==> config.mk <==
export PLATFORM = sky130hd
export DESIGN_NAME = escaped_log_packet_framer_unit
export DESIGN_NICKNAME = d
export VERILOG_FILES = /design/src/sv/elpf_pkg.sv /design/src/sv/elpf_seq.sv /design/src/sv/escaped_log_packet_framer_unit.sv
export SDC_FILE = /design/constraint.sdc
export NUM_CORES = 1
export LEC_CHECK = 0
export ABC_AREA = 1
export CAP_MARGIN = 20
export CORE_UTILIZATION = 40
export CTS_BUF_LIST = sky130_fd_sc_hd__clkbuf_8 sky130_fd_sc_hd__clkbuf_16
export DETAILED_ROUTE_END_ITERATION = 10
export DONT_BUFFER_PORTS = 1
export GPL_TIMING_DRIVEN = 0
export PLACE_DENSITY = 0.61
export SYNTH_ARGS = -nofsm -noshare
export SYNTH_HDL_FRONTEND = slang
export SYNTH_SLANG_ARGS = --single-unit
==> constraint.sdc <==
create_clock -name clk -period 13.14 [get_ports clk]
set_input_delay 0.657 -clock clk [delete_from_list [all_inputs] [get_ports clk]]
set_output_delay 0.657 -clock clk [all_outputs]
set_load 0.05 [all_outputs]
==> src/sv/elpf_pkg.sv <==
// Shared types, constants and the sequencer program of the escaped log packet framer.
// Used by elpf_seq and escaped_log_packet_framer_unit; depends on nothing else.
package elpf_pkg;

  // Framing bytes and limits.
  localparam logic [7:0] START_BYTE     = 8'hFE;
  localparam logic [7:0] TYPE_TIMESTAMP = 8'hFF;
  localparam logic [7:0] ESC_A          = 8'hFC;
  localparam logic [7:0] ESC_B          = 8'hFD;
  localparam logic [7:0] OFFSET_RESET   = 8'd125;
  localparam int unsigned MAX_ARGS      = 6;
  localparam int unsigned STEP_W        = 4;
  localparam int unsigned CNT_W         = 3;

  // Input item: one packet request.
  typedef struct packed {
    logic        kind;
    logic [2:0]  arg_count;
    logic [15:0] msg_id;
    logic [15:0] arg0;
    logic [15:0] arg1;
    logic [15:0] arg2;
    logic [15:0] arg3;
    logic [15:0] arg4;
    logic [15:0] arg5;
    logic [31:0] tick_count;
    logic [7:0]  timer_count;
  } in_item_t;

  // Result item: one byte of the framed stream.
  typedef struct packed {
    logic [7:0] out_byte;
    logic       last;
  } out_item_t;

  // Byte source selected by a control word.
  typedef enum logic [3:0] {
    SRC_START,
    SRC_TS_TYPE,
    SRC_COUNT,
    SRC_TICK3,
    SRC_TICK2,
    SRC_TICK1,
    SRC_TICK0,
    SRC_ID_HI,
    SRC_ID_LO,
    SRC_MICRO,
    SRC_ARG_HI,
    SRC_ARG_LO
  } src_t;

  // Sequencing operation of a control word.
  typedef enum logic [2:0] {
    OP_NEXT,
    OP_JMP_PRINT,
    OP_END,
    OP_END_IF_NOARGS,
    OP_LOOP
  } op_t;

  typedef struct packed {
    src_t              src;
    logic              esc;
    op_t               op;
    logic [STEP_W-1:0] target;
  } uword_t;

  // Control handed from the sequencer to the datapath.
  typedef struct packed {
    src_t src;
    logic esc;
    logic ends;
  } ctrl_t;

  // Program steps.
  localparam logic [STEP_W-1:0] STEP_TS_TYPE = 4'd1;
  localparam logic [STEP_W-1:0] STEP_COUNT   = 4'd6;
  localparam logic [STEP_W-1:0] STEP_ARG_HI  = 4'd11;

  // Microprogram: timestamp branch in steps 1..5, print branch in steps 6..12.
  function automatic uword_t ucode(input logic [STEP_W-1:0] step);
    uword_t w;
    w = '{src: SRC_START, esc: 1'b0, op: OP_END, target: STEP_TS_TYPE};
    unique case (step)
      4'd0:  w = '{src: SRC_START,   esc: 1'b0, op: OP_JMP_PRINT,     target: STEP_COUNT};
      4'd1:  w = '{src: SRC_TS_TYPE, esc: 1'b0, op: OP_NEXT,          target: STEP_TS_TYPE};
      4'd2:  w = '{src: SRC_TICK3,   esc: 1'b1, op: OP_NEXT,          target: STEP_TS_TYPE};
      4'd3:  w = '{src: SRC_TICK2,   esc: 1'b1, op: OP_NEXT,          target: STEP_TS_TYPE};
      4'd4:  w = '{src: SRC_TICK1,   esc: 1'b1, op: OP_NEXT,          target: STEP_TS_TYPE};
      4'd5:  w = '{src: SRC_TICK0,   esc: 1'b1, op: OP_END,           target: STEP_TS_TYPE};
      4'd6:  w = '{src: SRC_COUNT,   esc: 1'b0, op: OP_NEXT,          target: STEP_TS_TYPE};
      4'd7:  w = '{src: SRC_ID_HI,   esc: 1'b1, op: OP_NEXT,          target: STEP_TS_TYPE};
      4'd8:  w = '{src: SRC_ID_LO,   esc: 1'b1, op: OP_NEXT,          target: STEP_TS_TYPE};
      4'd9:  w = '{src: SRC_TICK0,   esc: 1'b1, op: OP_NEXT,          target: STEP_TS_TYPE};
      4'd10: w = '{src: SRC_MICRO,   esc: 1'b1, op: OP_END_IF_NOARGS, target: STEP_TS_TYPE};
      4'd11: w = '{src: SRC_ARG_HI,  esc: 1'b1, op: OP_NEXT,          target: STEP_TS_TYPE};
      4'd12: w = '{src: SRC_ARG_LO,  esc: 1'b1, op: OP_LOOP,          target: STEP_ARG_HI};
      default: w = '{src: SRC_START, esc: 1'b0, op: OP_END,           target: STEP_TS_TYPE};
    endcase
    return w;
  endfunction

endpackage

==> src/sv/elpf_seq.sv <==
// Microcoded sequencer of the packet framer: step counter, argument counter
// and the program table from elpf_pkg.
module elpf_seq
  import elpf_pkg::*;
(
  input  logic             clk,
  input  logic             rst,
  input  logic             start,
  input  logic             advance,
  input  logic             kind,
  input  logic [CNT_W-1:0] cnt,
  output ctrl_t            ctrl,
  output logic [CNT_W-1:0] arg_idx
);

  logic [STEP_W-1:0] step;
  logic [STEP_W-1:0] step_next;
  logic [CNT_W-1:0]  arg_idx_next;
  uword_t            uw;
  logic [CNT_W:0]    idx_inc;
  logic              more_args;

  // Decode the current control word and choose the following step.
  always_comb begin
    uw           = ucode(step);
    idx_inc      = {1'b0, arg_idx} + {{CNT_W{1'b0}}, 1'b1};
    more_args    = idx_inc < {1'b0, cnt};
    step_next    = step + {{(STEP_W-1){1'b0}}, 1'b1};
    arg_idx_next = arg_idx;
    ctrl.src     = uw.src;
    ctrl.esc     = uw.esc;
    ctrl.ends    = 1'b0;
    unique case (uw.op)
      OP_NEXT: begin
      end
      OP_JMP_PRINT: begin
        if (kind) begin
          step_next = uw.target;
        end
      end
      OP_END: begin
        ctrl.ends = 1'b1;
      end
      OP_END_IF_NOARGS: begin
        ctrl.ends = (cnt == '0);
      end
      OP_LOOP: begin
        ctrl.ends = !more_args;
        if (more_args) begin
          step_next    = uw.target;
          arg_idx_next = idx_inc[CNT_W-1:0];
        end
      end
      default: begin
        ctrl.ends = 1'b1;
      end
    endcase
  end

  // Step and argument counters.
  always_ff @(posedge clk) begin
    if (rst) begin
      step    <= '0;
      arg_idx <= '0;
    end else if (start) begin
      step    <= '0;
      arg_idx <= '0;
    end else if (advance) begin
      step    <= step_next;
      arg_idx <= arg_idx_next;
    end
  end

endmodule

==> src/sv/escaped_log_packet_framer_unit.sv <==
// The item is registered when accepted; the first byte of its packet then enters the output register.
// Throughput: one output byte per cycle without stall; a packet is 6 to 34 bytes
// (2 raw bytes plus one or two per escaped byte), set by the one-byte output register.
// A new item is taken once the previous packet's last byte sits in the output register,
// so the packets of two items never overlap in the output.
// Reset (synchronous rst) clears the sequencer and output valid and sets the offset to 125.
module escaped_log_packet_framer_unit
  import elpf_pkg::*;
(
  input  logic      clk,
  input  logic      rst,
  input  logic      in_valid,
  output logic      in_stall,
  input  in_item_t  in_data,
  output logic      out_valid,
  input  logic      out_stall,
  output out_item_t out_data,
  input  logic      cfg_wen,
  input  logic [7:0] cfg_wdata
);

  logic [7:0]       offset;
  in_item_t         item;
  logic [CNT_W-1:0] cnt;
  logic             run;
  logic             pend_valid;
  logic [7:0]       pend_byte;
  logic             pend_last;
  logic             accept;
  logic             load_ok;
  logic             advance;
  ctrl_t            ctrl;
  logic [CNT_W-1:0] arg_idx;
  logic [15:0]      arg_word;
  logic [7:0]       micro;
  logic [7:0]       sel_byte;
  logic             needs_esc;
  logic [7:0]       first_byte;
  logic [7:0]       second_byte;

  assign in_stall = run || pend_valid;
  assign accept   = in_valid && !in_stall;
  assign load_ok  = !out_valid || !out_stall;
  assign advance  = run && !pend_valid && load_ok;

  // Configuration register.
  always_ff @(posedge clk) begin
    if (rst) begin
      offset <= OFFSET_RESET;
    end else if (cfg_wen) begin
      offset <= cfg_wdata;
    end
  end

  // Capture the item and the saturated argument count.
  always_ff @(posedge clk) begin
    if (accept) begin
      item <= in_data;
      cnt  <= (in_data.arg_count > CNT_W'(MAX_ARGS)) ? CNT_W'(MAX_ARGS)
                                                      : in_data.arg_count;
    end
  end

  elpf_seq u_seq (
    .clk     (clk),
    .rst     (rst),
    .start   (accept),
    .advance (advance),
    .kind    (item.kind),
    .cnt     (cnt),
    .ctrl    (ctrl),
    .arg_idx (arg_idx)
  );

  // Argument selected by the argument counter.
  always_comb begin
    unique case (arg_idx)
      3'd0:    arg_word = item.arg0;
      3'd1:    arg_word = item.arg1;
      3'd2:    arg_word = item.arg2;
      3'd3:    arg_word = item.arg3;
      3'd4:    arg_word = item.arg4;
      3'd5:    arg_word = item.arg5;
      default: arg_word = item.arg5;
    endcase
  end

  assign micro = item.timer_count + offset;

  // Byte source multiplexer.
  always_comb begin
    unique case (ctrl.src)
      SRC_START:   sel_byte = START_BYTE;
      SRC_TS_TYPE: sel_byte = TYPE_TIMESTAMP;
      SRC_COUNT:   sel_byte = {{(8-CNT_W){1'b0}}, cnt};
      SRC_TICK3:   sel_byte = item.tick_count[31:24];
      SRC_TICK2:   sel_byte = item.tick_count[23:16];
      SRC_TICK1:   sel_byte = item.tick_count[15:8];
      SRC_TICK0:   sel_byte = item.tick_count[7:0];
      SRC_ID_HI:   sel_byte = item.msg_id[15:8];
      SRC_ID_LO:   sel_byte = item.msg_id[7:0];
      SRC_MICRO:   sel_byte = micro;
      SRC_ARG_HI:  sel_byte = arg_word[15:8];
      SRC_ARG_LO:  sel_byte = arg_word[7:0];
      default:     sel_byte = START_BYTE;
    endcase
  end

  // Escape: the special bytes become a two-byte sequence.
  always_comb begin
    needs_esc   = ctrl.esc &&
                  (sel_byte == ESC_A || sel_byte == ESC_B || sel_byte == START_BYTE);
    first_byte  = sel_byte;
    second_byte = ESC_A;
    if (needs_esc) begin
      first_byte  = (sel_byte == START_BYTE) ? ESC_B : ESC_A;
      second_byte = (sel_byte == START_BYTE) ? ESC_A : sel_byte;
    end
  end

  // Sequencer run flag, escape holding byte and output register.
  always_ff @(posedge clk) begin
    if (rst) begin
      run        <= 1'b0;
      pend_valid <= 1'b0;
      out_valid  <= 1'b0;
    end else begin
      if (accept) begin
        run <= 1'b1;
      end
      if (load_ok) begin
        if (pend_valid) begin
          out_valid         <= 1'b1;
          out_data.out_byte <= pend_byte;
          out_data.last     <= pend_last;
          pend_valid        <= 1'b0;
        end else if (run) begin
          out_valid         <= 1'b1;
          out_data.out_byte <= first_byte;
          out_data.last     <= ctrl.ends && !needs_esc;
          pend_valid        <= needs_esc;
          pend_byte         <= second_byte;
          pend_last         <= ctrl.ends;
          run               <= !ctrl.ends;
        end else begin
          out_valid <= 1'b0;
        end
      end
    end
  end

`ifndef SYNTH
  // A held escape byte always sits behind a valid output byte.
  a_pend_behind_out: assert property (@(posedge clk) disable iff (rst)
    pend_valid |-> out_valid) else $error("escape byte held without output byte");

  // An accepted item starts the sequencer.
  a_accept_runs: assert property (@(posedge clk) disable iff (rst)
    accept |=> run) else $error("sequencer not started after item");

  // The final held byte of a packet means the sequencer has finished.
  a_last_pend_idle: assert property (@(posedge clk) disable iff (rst)
    (pend_valid && pend_last) |-> !run) else $error("sequencer running past packet end");
`endif

endmodule
==> flow_summary_export.csv <==
group,metric,value,unit
outcome,status,"completed",
power_and_ir_drop,power.density,154.6,mW/mm^2
global_routing,grt_overflow,0,
setup_path,required,13520,ps
timing,post-route-period-util,0.2475,
clocking,path_clk_slew,60,ps
power_and_ir_drop,vdd.ir_drop.worst,129.4,uV
timing,tns,0,ps
floorplan,initial_core_util,0.4140,
setup_path,critPathLaunchType,"register",
layout,layout-drive-gt1-share,0.05658,
routing,wirelength,19.85,mm
timing,fin_skew,11.86,ps
min_path,min_path_cells,1,
timing,finalCriticalPeriod,3252,ps
timing,max_slew_margin,0.3272,
clocking,cts_resized,0,
synthesis,async_reset_ff_frac,0,
clocking,cts_buffers,23,
routing,route.detailed.drc,0,
routing,drtAntennaViolNets,0,
timing,slew_violations,0,
setup_path,reg2reg_from,"pend_valid",
routing,drt_pass1_iterations,4,
setup_path,rr_worst_depth,13,
timing,hold_slack,218.7,ps
setup_path,rrSetupSlack,9890,ps
floorplan,dieArea,0.02263,mm^2
clocking,h-tree-depth,1,
synthesis,netlist_area,0.008813,mm^2
synthesis,synthCells,872,
setup_path,cp-end-kind,"register",
synthesis,yosysTopAreaCellShare,0.5928,
synthesis,synth_seq_cells,203,
layout,syn_to_final_growth,12.66,%
global_routing,grt_pass1_wl,29.98,mm
placed_design,gp_congestion,0.8362,
routing,wl_per_cell,16.61,um
floorplan,core-area,0.02129,mm^2
min_path,min-delay-start,"rst",
clocking,post_cts_buffers,0,
synthesis,synth.distinct_cells,30,
floorplan,die_y,150.4,um
clocking,max-clock-path-buffers,3,
clocking,clock_latency,500,ps
layout,fillers,1945,
synthesis,ys_seq_area_frac,0.6587,
timing,fmax,307.5,MHz
min_path,min_to,"out_valid",
synthesis,synth_ff_type,"edfxtp_1",
placed_design,dp_hpwl,14.21,mm
routing,vias_per_cell,4.869,
routing,via_count,5818,
timing,rsz0062_at_grt,"no",
synthesis,syn-mean-instance-area,10.11,um^2
clocking,hold_buffers,0,
setup_path,crit_type,"reg2reg",
setup_path,regToRegEndpoint,"u_seq.uw[8]",
global_routing,antenna_found_initial,2,
setup_path,crit_fanout,82,
synthesis,synth_warnings,0,
global_routing,grt.total_usage,0.1769,
clocking,cts-root-buf,"clkbuf_16",
clocking,cts_tree,"yes",
placed_design,port_buffers,0,
routing,first_iter_violations,334,
floorplan,ios,180,
synthesis,synthTopCellsByArea,"edfxtp_1, nand2_1, dfxtp_1",
power_and_ir_drop,p_leak,0.004175,uW
floorplan,rows,53,
clocking,clkSinkCount,203,
setup_path,worstPathArrival,3630,ps
global_routing,grt_pass1_vias,5579,
global_routing,grt_max_degree,83,
timing,setup_viol,0,
layout,num-nets-final,1094,
synthesis,synth_edf_count,174,
min_path,hp-class,"in2reg",
layout,layout_commonest_cell,"nand2_1",
timing,tightest_slew,996.6,ps
synthesis,synth_top_area_cell,"edfxtp_1",
layout,final_cell_mix,"nand2_1, edfxtp_1, nor2_1, nand3_1, inv_1",
timing,hold_viol,0,
job,drv_cap,0,
floorplan,die_w,150.4,um
## worst max path at each step
stage	cells after the start	to	from	slack (ps)
final	13	u_seq.uw[8]	pend_valid	9890
after detailed placement	12	u_seq.uw[8]	in_valid	9790
after floorplan	11	u_seq.uw[8]	in_valid	7640
after global placement	11	u_seq.uw[8]	in_valid	5780
after CTS	13	u_seq.uw[8]	pend_valid	9800
after global routing	13	u_seq.uw[8]	pend_valid	9550
## cells in the mapped netlist, drive strengths merged (2+ instances only)
cell and count:
nand2 272, edfxtp 174, nor2 107, nand3 93, inv 81, o21ai 32
dfxtp 29, ha 21, nand4 15, buf 12, a21oi 11, clkbuf 8
clkinv 2, conb 2, o211ai 2, or2 2
## routing by layer
metal / routed length (um) / share of wire / vias to the layer above / GRT usage
li1: - / - / 2980 / -
met1: 8634 / 0.43 / 2613 / 0.2283
met2: 8917 / 0.45 / 195 / 0.2853
met3: 1860 / 0.094 / 28 / 0.05727
met4: 422 / 0.021 / 2 / 0.04646
met5: 13 / 0.00065 / - / 0
## worst max-delay path: stages, from the launching register on
cell and delay [ps]:
dfxtp_1 320, nor2_1 240, nand2_1 190, inv_6 510, buf_16 380, nor2_1 220
o21ai_0 130, inv_1 60, nand2_1 180, inv_1 120, ha_1 320, or2_2 290
nand2_1 60, nand3_1 70
## area by class of cell
cell class,count,area (um^2),share of cell area
flip-flops and latches,203,5806,0.5847
multi-input cells,571,2611,0.2630
clock buffers,24,589.3,0.05935
well taps,275,344.1,0.03465
inverters,83,316.6,0.03188
clock inverters,17,128.9,0.01298
plain buffers,20,103.9,0.01046
repair buffers,1,27.53,0.002772
diodes,1,2.502,0.0002520
## registers in the layout, summed over array words and instances, names as in the netlist
name and flops:
out_data 9, offset 8, item 153, out_valid 1, pend_last 1, u_seq.arg_idx 3
cnt 3, u_seq.uw 11, u_seq.step 4, pend_byte 8, pend_valid 1, run 1
## through the flow
step                      power (uW)  utilization  worst slack (ps)  cell area [um^2]  instances
final                           1535       0.4665              9888              9930       1195
after floorplan                901.1            -              7638              8832        877
after global routing            1603       0.4663              9547              9927       1194
after detailed placement       942.1       0.4326              9791              9209       1153
after global placement         944.6       0.4311              5779              9176       1152
after CTS                       1550       0.4663              9797              9927       1194
## report_power, final
group	internal (uW)	total, uW	switching, uW
registers	758	782	23.3
clock network	361	608	247
logic	41.7	146	104
## cell families (layout without fill, tap and decap cells)
family / Yosys count / after routing / share of synthesized area
simple gates: 490 / 490 / 0.2288
flops: 203 / 203 / 0.6587
buf+inv: 103 / 145 / 0.04713
compound gates: 50 / 50 / 0.03038
fa+ha+maj: 22 / 22 / 0.03208
other cells: 2 / 8 / 0.0008521
xor+xnor: 2 / 2 / 0.001988
Power figures use the tool's default switching activity.
